## src/design/cel_pkg.sv

```systemverilog
`timescale 1ns / 1ps
`default_nettype none

package cel_pkg;

   // Sizing of the classifier and of the logarithm table.
   localparam int MAX_CLASSES       = 1024;
   localparam int LOG_TABLE_ENTRIES = 256;
   localparam int LOG_TABLE_BITS    = $clog2(LOG_TABLE_ENTRIES);

   // Field widths fixed by the interface.
   localparam int PROB_W    = 16;
   localparam int CLASS_W   = 11;
   localparam int COLUMN_W  = 10;
   localparam int ROWS_W    = 16;
   localparam int TERM_W    = 21;
   localparam int SUM_W     = 48;
   localparam int OUT_W     = 32;

   // The divider handles the 49-bit mean dividend; the gradient uses the top 32 bits.
   localparam int GRAD_DIV_W = 32;
   localparam int DIV_W      = SUM_W + 1;
   localparam int STEP_W     = $clog2(DIV_W + 1);

   // Fixed-point constants.
   localparam logic [PROB_W-1:0] Q15_ONE          = 16'h8000;
   localparam logic [15:0]       LN2_Q16          = 16'd45426;
   localparam logic [TERM_W-1:0] NEG_LN_FLOOR_Q16 = 21'd1358120;

   // Configuration register indexes.
   localparam int               CSR_INDEX_W     = 2;
   localparam logic [1:0]       CSR_TARGET_MODE = 2'd0;
   localparam logic [1:0]       CSR_BATCH_ROWS  = 2'd1;
   localparam logic [1:0]       CSR_CLASS_COUNT = 2'd2;

   // Depth of the queue between the front and the back.
   localparam int QUEUE_DEPTH = 2;
   localparam int QUEUE_PTR_W = $clog2(QUEUE_DEPTH);

   // Table of round(65536 * ln(1 + i / LOG_TABLE_ENTRIES)), built at elaboration.
   typedef logic [15:0] log_table_type [LOG_TABLE_ENTRIES];

   // Restoring division of two constants, used only while the table is built.
   function automatic logic [63:0] table_div(input logic [63:0] num, input logic [63:0] den);
      logic [63:0] quo;
      logic [64:0] rem;
      quo = '0;
      rem = '0;
      for (int b = 63; b >= 0; b--) begin
         rem = {rem[63:0], num[b]};
         if (rem >= {1'b0, den}) begin
            rem    = rem - {1'b0, den};
            quo[b] = 1'b1;
         end
      end
      return quo;
   endfunction

   // One entry: 2 * atanh(i / (2n + i)) summed as a series in Q32, rounded to Q16.
   function automatic logic [15:0] ln_entry(input int unsigned i, input int unsigned n);
      logic [63:0] z;
      logic [63:0] z2;
      logic [63:0] term;
      logic [63:0] acc;
      logic [63:0] k;
      z    = table_div({32'(i), 32'd0}, 64'(2 * n + i));
      z2   = (z * z) >> 32;
      term = z;
      acc  = '0;
      k    = '0;
      while (term != '0) begin
         acc  = acc + table_div(term, 64'd2 * k + 64'd1);
         term = (term * z2) >> 32;
         k    = k + 64'd1;
      end
      return 16'((64'd2 * acc + 64'd32768) >> 16);
   endfunction

   function automatic log_table_type build_log_table();
      log_table_type tbl;
      for (int i = 0; i < LOG_TABLE_ENTRIES; i++) begin
         tbl[i] = ln_entry(unsigned'(i), unsigned'(LOG_TABLE_ENTRIES));
      end
      return tbl;
   endfunction

   localparam log_table_type LOG_TABLE = build_log_table();

   // One classified element as it travels from the front to the back.
   typedef struct packed {
      logic              neg;
      logic [PROB_W-1:0] mag;
      logic              add;
      logic [TERM_W-1:0] term;
      logic              last;
   } cel_item_type;

endpackage

`default_nettype wire

```

## src/design/cel_front.sv

```systemverilog
`timescale 1ns / 1ps
`default_nettype none

module cel_front import cel_pkg::*; (
   input  logic                       target_mode,
   input  logic [CLASS_W-1:0]         class_count,
   input  logic [PROB_W-1:0]          probability,
   input  logic [PROB_W-1:0]          target_value,
   input  logic signed [PROB_W-1:0]   class_index,
   input  logic [COLUMN_W-1:0]        column,
   input  logic                       last_in_batch,
   output cel_item_type               item
);

   logic [CLASS_W-1:0]        bound;
   logic                      hit;
   logic [PROB_W-1:0]         target;
   logic                      add;
   logic [PROB_W:0]           diff;
   logic [3:0]                lead;
   logic [3:0]                shift;
   logic [14:0]               norm;
   logic [14:0]               frac;
   logic [LOG_TABLE_BITS-1:0] idx;
   logic [3:0]                octaves;
   logic [19:0]               octave_log;
   logic [TERM_W-1:0]         term_raw;
   logic [TERM_W-1:0]         term;

   // Class bound and the class-index hit test.
   assign bound = (class_count > CLASS_W'(MAX_CLASSES)) ? CLASS_W'(MAX_CLASSES) : class_count;
   assign hit   = ($unsigned(class_index) == {{(PROB_W-COLUMN_W){1'b0}}, column}) &&
                  ({1'b0, column} < bound);

   // Target and loss-enable for the selected mode.
   assign target = target_mode ? (hit ? Q15_ONE : '0) : target_value;
   assign add    = target_mode ? hit : (target_value != '0);

   // Signed difference p - t, split into sign and magnitude.
   assign diff = {1'b0, probability} - {1'b0, target};

   // Position of the leading one of a probability below one.
   always_comb begin
      lead = '0;
      for (int b = 0; b < 15; b++) begin
         if (probability[b]) begin
            lead = 4'(b);
         end
      end
   end

   // Mantissa bits below the leading one address the logarithm table.
   assign shift   = 4'd14 - lead;
   assign norm    = probability[14:0] << shift;
   assign frac    = {norm[13:0], 1'b0};
   assign idx     = frac[14 -: LOG_TABLE_BITS];
   assign octaves = 4'd15 - lead;

   assign octave_log = octaves * LN2_Q16;
   assign term_raw   = {1'b0, octave_log} - {{(TERM_W-16){1'b0}}, LOG_TABLE[idx]};

   // Zero probability takes the floor term; one and above give no loss.
   always_comb begin
      if (probability == '0) begin
         term = NEG_LN_FLOOR_Q16;
      end else if (probability[PROB_W-1]) begin
         term = '0;
      end else begin
         term = term_raw;
      end
   end

   assign item.neg  = diff[PROB_W];
   assign item.mag  = diff[PROB_W] ? PROB_W'(-diff) : diff[PROB_W-1:0];
   assign item.add  = add;
   assign item.term = term;
   assign item.last = last_in_batch;

endmodule

`default_nettype wire

```

## src/design/cel_queue.sv

```systemverilog
`timescale 1ns / 1ps
`default_nettype none

module cel_queue import cel_pkg::*; (
   input  logic         clock,
   input  logic         reset,
   input  logic         push,
   input  cel_item_type push_data,
   output logic         full,
   input  logic         pop,
   output cel_item_type pop_data,
   output logic         empty
);

   cel_item_type           entry_ff [QUEUE_DEPTH];
   logic [QUEUE_PTR_W-1:0] wr_ptr_ff, wr_ptr_in;
   logic [QUEUE_PTR_W-1:0] rd_ptr_ff, rd_ptr_in;
   logic [QUEUE_PTR_W:0]   count_ff, count_in;
   logic                   do_push;
   logic                   do_pop;

   assign full     = (count_ff == (QUEUE_PTR_W+1)'(QUEUE_DEPTH));
   assign empty    = (count_ff == '0);
   assign do_push  = push && !full;
   assign do_pop   = pop && !empty;
   assign pop_data = entry_ff[rd_ptr_ff];

   // Pointer and fill count update.
   always_comb begin
      wr_ptr_in = do_push ? wr_ptr_ff + 1'b1 : wr_ptr_ff;
      rd_ptr_in = do_pop ? rd_ptr_ff + 1'b1 : rd_ptr_ff;
      count_in  = count_ff;
      if (do_push && !do_pop) begin
         count_in = count_ff + 1'b1;
      end else if (do_pop && !do_push) begin
         count_in = count_ff - 1'b1;
      end
   end

   always_ff @(posedge clock) begin
      if (reset) begin
         wr_ptr_ff <= '0;
         rd_ptr_ff <= '0;
         count_ff  <= '0;
      end else begin
         wr_ptr_ff <= wr_ptr_in;
         rd_ptr_ff <= rd_ptr_in;
         count_ff  <= count_in;
      end
   end

   // Entry storage.
   always_ff @(posedge clock) begin
      if (do_push) begin
         entry_ff[wr_ptr_ff] <= push_data;
      end
   end

endmodule

`default_nettype wire

```

## src/design/cel_back.sv

```systemverilog
`timescale 1ns / 1ps
`default_nettype none

module cel_back import cel_pkg::*; (
   input  logic               clock,
   input  logic               reset,
   input  logic [ROWS_W-1:0]  batch_rows,
   input  cel_item_type       item,
   input  logic               item_valid,
   output logic               item_pop,
   input  logic               rsp_pop,
   output logic               rsp_empty,
   output logic [OUT_W-1:0]   rsp_gradient,
   output logic [OUT_W-1:0]   rsp_mean_loss,
   output logic               rsp_loss_valid
);

   localparam logic [1:0] ST_IDLE = 2'd0;
   localparam logic [1:0] ST_GRAD = 2'd1;
   localparam logic [1:0] ST_MEAN = 2'd2;
   localparam logic [1:0] ST_DONE = 2'd3;

   localparam logic [STEP_W-1:0] GRAD_STEPS = STEP_W'(GRAD_DIV_W);
   localparam logic [STEP_W-1:0] MEAN_STEPS = STEP_W'(DIV_W);

   logic [1:0]          state_ff, state_in;
   logic [SUM_W-1:0]    sum_ff, sum_in;
   logic [DIV_W-1:0]    dvd_ff, dvd_in;
   logic [DIV_W-1:0]    quo_ff, quo_in;
   logic [ROWS_W-1:0]   rem_ff, rem_in;
   logic [STEP_W-1:0]   steps_ff, steps_in;
   logic                neg_ff, neg_in;
   logic                last_ff, last_in;
   logic [OUT_W-1:0]    grad_ff, grad_in;
   logic [OUT_W-1:0]    mean_ff, mean_in;
   logic                rsp_valid_ff, rsp_valid_in;
   logic [OUT_W-1:0]    rsp_gradient_ff, rsp_gradient_in;
   logic [OUT_W-1:0]    rsp_mean_loss_ff, rsp_mean_loss_in;
   logic                rsp_loss_valid_ff, rsp_loss_valid_in;

   logic [ROWS_W-1:0]     rows;
   logic [ROWS_W-2:0]     half;
   logic [GRAD_DIV_W-1:0] grad_dividend;
   logic [DIV_W-1:0]      mean_dividend;
   logic [DIV_W-1:0]      sum_add;
   logic [ROWS_W:0]       rem_shift;
   logic                  rem_ge;
   logic [ROWS_W-1:0]     rem_step;
   logic [DIV_W-1:0]      quo_step;
   logic                  out_load;

   // A zero row count divides as one; the rounding offset is half the divisor.
   assign rows = (batch_rows == '0) ? ROWS_W'(1) : batch_rows;
   assign half = rows[ROWS_W-1:1];

   assign grad_dividend = {1'b0, item.mag, 15'd0} + {{(GRAD_DIV_W-ROWS_W+1){1'b0}}, half};
   assign mean_dividend = {1'b0, sum_ff} + {{(DIV_W-ROWS_W+1){1'b0}}, half};
   assign sum_add       = {1'b0, sum_ff} + {{(DIV_W-TERM_W){1'b0}}, item.term};

   // One restoring division step per cycle.
   assign rem_shift = {rem_ff, dvd_ff[DIV_W-1]};
   assign rem_ge    = (rem_shift >= {1'b0, rows});
   assign rem_step  = rem_ge ? ROWS_W'(rem_shift - {1'b0, rows}) : rem_shift[ROWS_W-1:0];
   assign quo_step  = {quo_ff[DIV_W-2:0], rem_ge};

   // Sequencer: accumulate, divide the gradient, divide the mean on the last element.
   always_comb begin
      state_in = state_ff;
      sum_in   = sum_ff;
      dvd_in   = dvd_ff;
      quo_in   = quo_ff;
      rem_in   = rem_ff;
      steps_in = steps_ff;
      neg_in   = neg_ff;
      last_in  = last_ff;
      grad_in  = grad_ff;
      mean_in  = mean_ff;
      item_pop = 1'b0;
      out_load = 1'b0;
      unique case (state_ff)
         ST_IDLE: begin
            if (item_valid) begin
               item_pop = 1'b1;
               if (item.add) begin
                  sum_in = sum_add[SUM_W] ? '1 : sum_add[SUM_W-1:0];
               end
               dvd_in   = {grad_dividend, {(DIV_W-GRAD_DIV_W){1'b0}}};
               quo_in   = '0;
               rem_in   = '0;
               steps_in = GRAD_STEPS;
               neg_in   = item.neg;
               last_in  = item.last;
               state_in = ST_GRAD;
            end
         end
         ST_GRAD: begin
            dvd_in   = {dvd_ff[DIV_W-2:0], 1'b0};
            quo_in   = quo_step;
            rem_in   = rem_step;
            steps_in = steps_ff - 1'b1;
            if (steps_ff == STEP_W'(1)) begin
               grad_in = neg_ff ? (OUT_W'(0) - quo_step[OUT_W-1:0]) : quo_step[OUT_W-1:0];
               if (last_ff) begin
                  dvd_in   = mean_dividend;
                  quo_in   = '0;
                  rem_in   = '0;
                  steps_in = MEAN_STEPS;
                  state_in = ST_MEAN;
               end else begin
                  mean_in  = '0;
                  state_in = ST_DONE;
               end
            end
         end
         ST_MEAN: begin
            dvd_in   = {dvd_ff[DIV_W-2:0], 1'b0};
            quo_in   = quo_step;
            rem_in   = rem_step;
            steps_in = steps_ff - 1'b1;
            if (steps_ff == STEP_W'(1)) begin
               mean_in  = (|quo_step[DIV_W-1:OUT_W]) ? '1 : quo_step[OUT_W-1:0];
               sum_in   = '0;
               state_in = ST_DONE;
            end
         end
         ST_DONE: begin
            if (!rsp_valid_ff || rsp_pop) begin
               out_load = 1'b1;
               state_in = ST_IDLE;
            end
         end
         default: begin
            state_in = ST_IDLE;
         end
      endcase
   end

   // Output register: holds one finished transaction for the receiver.
   always_comb begin
      rsp_valid_in      = out_load || (rsp_valid_ff && !rsp_pop);
      rsp_gradient_in   = out_load ? grad_ff : rsp_gradient_ff;
      rsp_mean_loss_in  = out_load ? mean_ff : rsp_mean_loss_ff;
      rsp_loss_valid_in = out_load ? last_ff : rsp_loss_valid_ff;
   end

   always_ff @(posedge clock) begin
      if (reset) begin
         state_ff     <= ST_IDLE;
         sum_ff       <= '0;
         rsp_valid_ff <= 1'b0;
      end else begin
         state_ff     <= state_in;
         sum_ff       <= sum_in;
         rsp_valid_ff <= rsp_valid_in;
      end
   end

   always_ff @(posedge clock) begin
      dvd_ff            <= dvd_in;
      quo_ff            <= quo_in;
      rem_ff            <= rem_in;
      steps_ff          <= steps_in;
      neg_ff            <= neg_in;
      last_ff           <= last_in;
      grad_ff           <= grad_in;
      mean_ff           <= mean_in;
      rsp_gradient_ff   <= rsp_gradient_in;
      rsp_mean_loss_ff  <= rsp_mean_loss_in;
      rsp_loss_valid_ff <= rsp_loss_valid_in;
   end

   assign rsp_empty      = !rsp_valid_ff;
   assign rsp_gradient   = rsp_gradient_ff;
   assign rsp_mean_loss  = rsp_mean_loss_ff;
   assign rsp_loss_valid = rsp_loss_valid_ff;

endmodule

`default_nettype wire

```

## src/design/cross_entropy_loss_and_gradient_top.sv

```systemverilog
// Cross-entropy loss and gradient for a softmax output, one element per transaction.
// Request channel (req_*): push an element while full is low; each carries a Q1.15
// probability, a soft/one-hot target, the row's class index, its column and a
// last-of-batch flag. Response channel (rsp_*): while empty is low the oldest result
// is on the ports; pop takes it. Each element yields one result: the gradient
// (p - t) / rows in Q1.30, and on the batch's last element the mean loss in Q16.16.
// Configuration (csr_*): target mode, batch row count and class count, written by
// index while the block is idle; csr_ready is always high.
// In the back end an element is taken from the queue, passes the bit-serial divider
// for its gradient and is handed to the output register; the last element of a batch
// also passes the divider for the mean. The single divider sets the rate: the back
// takes no new element until it has handed the last one on. A two-entry queue lets the
// front accept elements while the back works, and the output register lets the back
// finish an element while the receiver stalls; full rises when the queue is full.
// Reset empties both, clears the loss sum and restores target mode 0, one row and
// 1024 classes.
`timescale 1ns / 1ps
`default_nettype none

module cross_entropy_loss_and_gradient_top import cel_pkg::*; (
   input  logic                      clock,
   input  logic                      reset,
   input  logic                      req_push,
   output logic                      req_full,
   input  logic [PROB_W-1:0]         req_probability,
   input  logic [PROB_W-1:0]         req_target_value,
   input  logic signed [PROB_W-1:0]  req_class_index,
   input  logic [COLUMN_W-1:0]       req_column,
   input  logic                      req_last_in_batch,
   output logic                      rsp_empty,
   input  logic                      rsp_pop,
   output logic signed [OUT_W-1:0]   rsp_gradient,
   output logic [OUT_W-1:0]          rsp_mean_loss,
   output logic                      rsp_loss_valid,
   input  logic                      csr_valid,
   output logic                      csr_ready,
   input  logic [CSR_INDEX_W-1:0]    csr_index,
   input  logic [ROWS_W-1:0]         csr_data
);

   logic               target_mode_ff, target_mode_in;
   logic [ROWS_W-1:0]  batch_rows_ff, batch_rows_in;
   logic [CLASS_W-1:0] class_count_ff, class_count_in;

   cel_item_type front_item;
   cel_item_type queue_item;
   logic         queue_empty;
   logic         queue_pop;
   logic [OUT_W-1:0] gradient_bits;

   // Configuration registers.
   assign csr_ready = 1'b1;

   always_comb begin
      target_mode_in = target_mode_ff;
      batch_rows_in  = batch_rows_ff;
      class_count_in = class_count_ff;
      if (csr_valid && csr_ready) begin
         unique case (csr_index)
            CSR_TARGET_MODE: target_mode_in = csr_data[0];
            CSR_BATCH_ROWS:  batch_rows_in  = csr_data;
            CSR_CLASS_COUNT: class_count_in = csr_data[CLASS_W-1:0];
            default: ;
         endcase
      end
   end

   always_ff @(posedge clock) begin
      if (reset) begin
         target_mode_ff <= 1'b0;
         batch_rows_ff  <= ROWS_W'(1);
         class_count_ff <= CLASS_W'(1024);
      end else begin
         target_mode_ff <= target_mode_in;
         batch_rows_ff  <= batch_rows_in;
         class_count_ff <= class_count_in;
      end
   end

   // Front end: classify the incoming element.
   cel_front u_front (
      .target_mode   (target_mode_ff),
      .class_count   (class_count_ff),
      .probability   (req_probability),
      .target_value  (req_target_value),
      .class_index   (req_class_index),
      .column        (req_column),
      .last_in_batch (req_last_in_batch),
      .item          (front_item)
   );

   // Queue between the front and the back.
   cel_queue u_queue (
      .clock     (clock),
      .reset     (reset),
      .push      (req_push),
      .push_data (front_item),
      .full      (req_full),
      .pop       (queue_pop),
      .pop_data  (queue_item),
      .empty     (queue_empty)
   );

   // Back end: accumulate the loss and divide by the row count.
   cel_back u_back (
      .clock          (clock),
      .reset          (reset),
      .batch_rows     (batch_rows_ff),
      .item           (queue_item),
      .item_valid     (!queue_empty),
      .item_pop       (queue_pop),
      .rsp_pop        (rsp_pop),
      .rsp_empty      (rsp_empty),
      .rsp_gradient   (gradient_bits),
      .rsp_mean_loss  (rsp_mean_loss),
      .rsp_loss_valid (rsp_loss_valid)
   );

   assign rsp_gradient = $signed(gradient_bits);

endmodule

`default_nettype wire

```

## config.mk

```make
export PLATFORM = sky130hd
export DESIGN_NAME = cross_entropy_loss_and_gradient_top
export DESIGN_NICKNAME = d
export VERILOG_FILES = /design/src/design/cel_pkg.sv /design/src/design/cel_front.sv /design/src/design/cel_queue.sv /design/src/design/cel_back.sv /design/src/design/cross_entropy_loss_and_gradient_top.sv
export SDC_FILE = /design/constraint.sdc
export NUM_CORES = 1
export LEC_CHECK = 0
export ABC_AREA = 1
export BUFFER_PORTS_ARGS = -buffer_cell sky130_fd_sc_hd__buf_2
export CAP_MARGIN = 40
export CELL_PAD_IN_SITES_DETAIL_PLACEMENT = 2
export CELL_PAD_IN_SITES_GLOBAL_PLACEMENT = 2
export CORE_UTILIZATION = 38
export CTS_CLUSTER_SIZE = 24
export DETAILED_ROUTE_END_ITERATION = 6
export PLACE_DENSITY = 0.82
export SLEW_MARGIN = 15
export SYNTH_ARGS = -nofsm -noshare
export SYNTH_HDL_FRONTEND = slang
export SYNTH_SLANG_ARGS = --single-unit
```

## constraint.sdc

```tcl
create_clock -name clock -period 9.3 [get_ports clock]
set_input_delay 0.93 -clock clock [delete_from_list [all_inputs] [get_ports clock]]
set_output_delay 0.93 -clock clock [all_outputs]
set_load 0.02 [all_outputs]
```

---- Yosys cells after proc, flatten, opt, wreduce, memory -nomap -nowiden ----
Memories as Yosys holds them, arrays and structs flattened. A register that Yosys moved wholly into a read port is not among the register bits.
Cells that the tools add are included.
word-level totals
  register bits ........................... 333
  bits in writable memories ............... 80
  ROM bits ................................ 4096
  input bits .............................. 82
  logic and storage cells ................. 161
  memories ................................ 2
memories
  memory            words  bits a word  read ports  clocked after memory_dff  wr ports  RTL line         text
  (no name shown)   256    16           1           0                         0         cel_front.sv:60  assign term_raw = {1'b0, octave_log} - {{(TERM_W-16){1'b0}}, LOG_TABLE[idx]};
  u_queue.entry_ff  2      40           1           1                         1         cel_queue.sv:15  cel_item_type entry_ff [QUEUE_DEPTH];
cells by class
  $add $sub $neg .......................... 15
  multipliers ............................. 1
  magnitude comparators ................... 4
  eq/ne operators ......................... 14
  shifts and indexed selects .............. 1
  mux-type cells .......................... 68
  bitwise gates (word level) .............. 2
  reductions and logical operators ........ 34
operator list
  operator                                                               count
  48-bit 2-to-1 mux                                                      7
  16-bit 2-to-1 mux                                                      10
  32-bit 2-to-1 mux                                                      5
  49-bit 2-to-1 mux                                                      3
  49-bit case mux with 3 select lines                                    1
  48-bit case mux with 3 select lines                                    1
  48-bit case mux with 2 select lines                                    1
  32-bit case mux with 2 select lines                                    1
  48-bit by 15-bit adder with 49-bit output                              1
  48-bit by 21-bit adder with 49-bit output                              1
  16-bit case mux with 3 select lines                                    1
  21-bit 2-to-1 mux                                                      2
  31-bit by 15-bit adder with 32-bit output                              1
  16-bit zero test                                                       2
  1-bit by 32-bit subtractor with 32-bit output (first input constant)   1
  4-bit 2-to-1 mux                                                       7
  20-bit by 16-bit subtractor with 21-bit output                         1
  4-bit by 15-bit multiplier with 19-bit output (second input constant)  1
  6-bit 2-to-1 mux                                                       3
  6-bit case mux with 3 select lines                                     1
  17-bit by 16-bit greater-or-equal comparator with 1-bit output         1
  17-bit OR reduction                                                    1
  16-bit by 16-bit subtractor with 17-bit output                         1
  16-bit by 10-bit == test with 1-bit output                             1
  32 further kinds                                                       84

---- Depth between registers and ports, before layout ----
  word-level depth ........................ 23
  depth in mapped cells ................... 58

---- Cells and area by module ----
A second synthesis with hierarchy kept.
second synthesis, totals
  cell total of the unflattened synthesis .. 3983
  area, all modules ....................... 29953.7 µm²
by module, submodules not included
  module                               times used  cells an instance  area an instance (µm²)  seq. area each (µm²)
  cel_back                             1           2279               18014.8                 8528.2
  cel_front                            1           1363               7649.8                  0.0
  cel_queue                            1           161                3135.5                  2502.4
  cross_entropy_loss_and_gradient_top  1           180                1153.6                  560.5

---- Worst setup path before layout ----
Ideal clock, no wire load.
  kind .................................... reg2reg
  start point ............................. register u_back.state_ff[0]
  end point ............................... register u_back.dvd_ff[0] (enable)
  setup time .............................. 0.637 ns
  arrival time ............................ 7.043 ns
  setup slack ............................. 1.620 ns
  stages on the path, launching flop included .. 8
  buffers on the path ..................... 3
  clock period less this slack ............ 7.680 ns
  cell sequence ........................... dfxtp_1 inv_1 ha_1 clkbuf_1 inv_1 clkbuf_1 clkbuf_1 a21oi_1
between the ends
  longest elaborated chain between the ends .. 3
RTL lines
  item                                                              RTL line         text
  start, declared                                                   cel_back.sv:26   logic [1:0] state_ff, state_in;
  start signal, assigned                                            cel_back.sv:152  state_ff <= state_in;
  2-bit by 1-bit == test with 1-bit output (tied with other cells)  cel_back.sv:80   unique case (state_ff)
  3-bit nonzero test (no line) or 2-bit != test (tied branches)     -
  2-bit AND reduction (no line) (*)                                 -
  end signal, assigned                                              cel_back.sv:159  dvd_ff <= dvd_in;
  end, declared                                                     cel_back.sv:28   logic [DIV_W-1:0] dvd_ff, dvd_in;
Every way passes the cells marked *; elsewhere a longest branch is shown, timed or not.
A chain may end at the register's enable or synchronous reset.

==> metrics.yaml <==
dieArea_um2: 73350
cts_resized: 0
post_cts_buffers: 0
tightest_slew_ns: 0.9333
yosys.area.top_type_share_pct: 36.08
async_reset_ff_share_pct: 0
cts_tree: "built"
drt_iter0_drc: 2104
crit_path_top_delay_cell: "o41ai_1"
syn_to_final_growth_pct: 14.59
synth.top_cells.by_count: "nand2_1 (626), inv_1 (380), edfxtp_1 (330), a21oi_1 (305), nor2_1 (304)"
n_antenna_cell: 0
n_fill_cell: 8024
core-area_um2: 71490
wl_um: 133400
cp.required_ns: 9.63
ff_latch_area_um2: 11590
crit_path_max_fanout: 18
tns_ns: 0
grt_first_pass_wirelength_um: 198100
grt_max_degree: 67
fin_util_pct: 44.02
nNetsFinal: 3806
status: "completed"
start_kind: "input pin"
cp_slowest_stage_delay_ns: 0.41
grt_use_total_pct: 35.79
hold_class: "register to register"
pin_count: 150
start_util_pct: 38.42
arrival_ns: 8.51
end_kind: "register"
clk_path_buf_depth: 3
syn_nets: 3617
die_w_um: 270.8
synth_ff_type: "edfxtp_1"
portBuffers: 148
maxSlewViolCount: 0
die_h_um: 270.8
drt_first_pass_iters: 5
synth_area_leaders: "edfxtp_1 (36%), nand2_1 (8.6%), ha_1 (6.6%)"
finalSetupViolCount: 0
vias_per_cell: 6.003
insertion_delay_ns: 0.62
hold_buffers: 0
h-tree-depth: 2
antenna_found_initial: 1
yosysWarnings: 0
clk_pin_slew_ns: 0.07
detailed_place_hpwl_um: 96490
yosysMostFrequentCell: "nand2_1"
syn_inst: 3382
rows: 98
finClkSkew_ns: 0.03848
netlist_area_um2: 27460
cap_violations: 0
gr-total-overflow: 0
synth_cell_types: 74
vias: 27360
grt_setup_unrepaired: "no"
avgSynthCellArea_um2: 8.120
path_class: "input pin to register"
ys_seq_area_share_pct: 42.21
dp.cells: 4471
drive_above_1_share_pct: 12.78
cts_root_buffer: "clkbuf_16"
hold_violations: 0
numClockSinks: 414
fin_cells: 4557
grt_pass1_vias: 29850
multiInputGateArea_um2: 13760
synth.largest_area_cell: "edfxtp_1"
p_per_area_nw_per_um2: 333.0
timing.final.crit_share_pct: 87.94
ys_seq_elements: 414
path_common_cell: "nand2_1"
fmax_mhz: 122.3
slew_headroom_pct: 37.21
antenna_left: 0
remaining_drc_errors: 0
gp_congestion: 0.9601
min_period_ns: 8.179
peakVddDrop_v: 0.0001657
synth-edff-count: 330
cts_made_buffers: 45
wl_per_cell_um: 29.28
p_leak_uw: 0.01328
## per-stage QoR
stage | cell area (µm²) | setup slack [ns] | hold slack (ns) | power, µW
after floorplan | 27460 | 1.620 | 0.4003 | 6270
final | 31470 | 1.121 | 0.4121 | 10480
after global routing | 31470 | 0.2011 | 0.4228 | 10920
after global placement | 29890 | 1.065 | 0.4029 | 7941
after CTS | 31410 | 1.225 | 0.4035 | 10400
after detailed placement | 30010 | 0.7670 | 0.4079 | 8412
## metal layers
layer / up-vias / global-route usage (%) / share of wire (%)
met4: 2 / 20.41 / 6.3
li1: 11970 / - / -
met2: 1085 / 64.05 / 50
met3: 395 / 3.666 / 4.7
met5: - / 0 / 0.0097
met1: 13910 / 41.40 / 39
## where the power goes
| part | total, µW | internal, µW | switching [µW] |
|---|---|---|---|
| Clock | 1810 | 980 | 829 |
| Sequential | 3260 | 2860 | 402 |
| Combinational | 5410 | 1570 | 3840 |
| Total | 10500 | 5410 | 5070 |
## state kept, by name, summed over array words and instances, names as in the netlist, 6 cells and up, named ones only
| name | count |
|---|---|
| u_back.quo_ff | 48 |
| u_back.grad_ff | 32 |
| u_back.sum_ff | 48 |
| u_back.rsp_gradient | 32 |
| class_count_ff | 11 |
| u_back.steps_ff | 6 |
| u_back.dvd_ff | 49 |
| u_back.mean_ff | 32 |
| u_back.rem_ff | 16 |
| batch_rows_ff | 16 |
| u_back.rsp_mean_loss | 32 |
| u_queue.entry_ff | 80 |
## logic make-up after synthesis
| family | share of synthesized area, % |
|---|---|
| buffers and inverters | 7.987 |
| and+or+nand+nor | 20.64 |
| adders and majority gates | 7.217 |
| xor gates and xnor gates | 5.162 |
| AOI/OAI and AO/OA | 16.77 |
| DFF | 42.21 |
| other | 0.01365 |
## critical path, delay by kind of cell
kind | cells | cell delay (ns)
compound gates | 11 | 2.29
xor+xnor | 1 | 0.35
fa+ha+maj | 3 | 0.83
buf+inv | 11 | 1.35
simple gates | 29 | 2.74
## cell type report
type                       count  area share [%]
clock buffer                  62           3.876
clock inverter                21          0.5566
inverter                     393           4.695
multi-input combinational   2416           43.72
sequential                   414           36.83
tap                          950           3.777
timing repair buffer         301           6.544
## placed cells by master, fill, tap and decap left out, types with 17 or more instances in the layout
cell type and instances:
nand2_1 626, a21oi_1 303, nor2_1 299, ha_1 143, a211oi_1 21, xnor2_1 29
nand2_2 24, o211ai_1 27, nor3_1 50, xor2_1 131, o21ai_0 263, a22oi_1 17
dfxtp_1 84, o221ai_1 18, nand3_1 199, nand4_1 26, clkbuf_16 45, nor4_1 28
buf_2 150, inv_1 380, edfxtp_1 330, buf_4 140
## final timing paths
check             cells past startpoint          startpoint                      end  slack, ns
setup / recovery                     55  req_probability[3]  u_queue.entry_ff[1][21]       1.12
hold / removal                        0  u_back.grad_ff[14]  u_back.rsp_gradient[14]       0.41
setup reg to reg                     32    batch_rows_ff[7]       u_back.grad_ff[28]       2.93
hold reg to reg                       0  u_back.grad_ff[14]  u_back.rsp_gradient[14]       0.41
No activity file was read; power rests on OpenSTA's default activity.
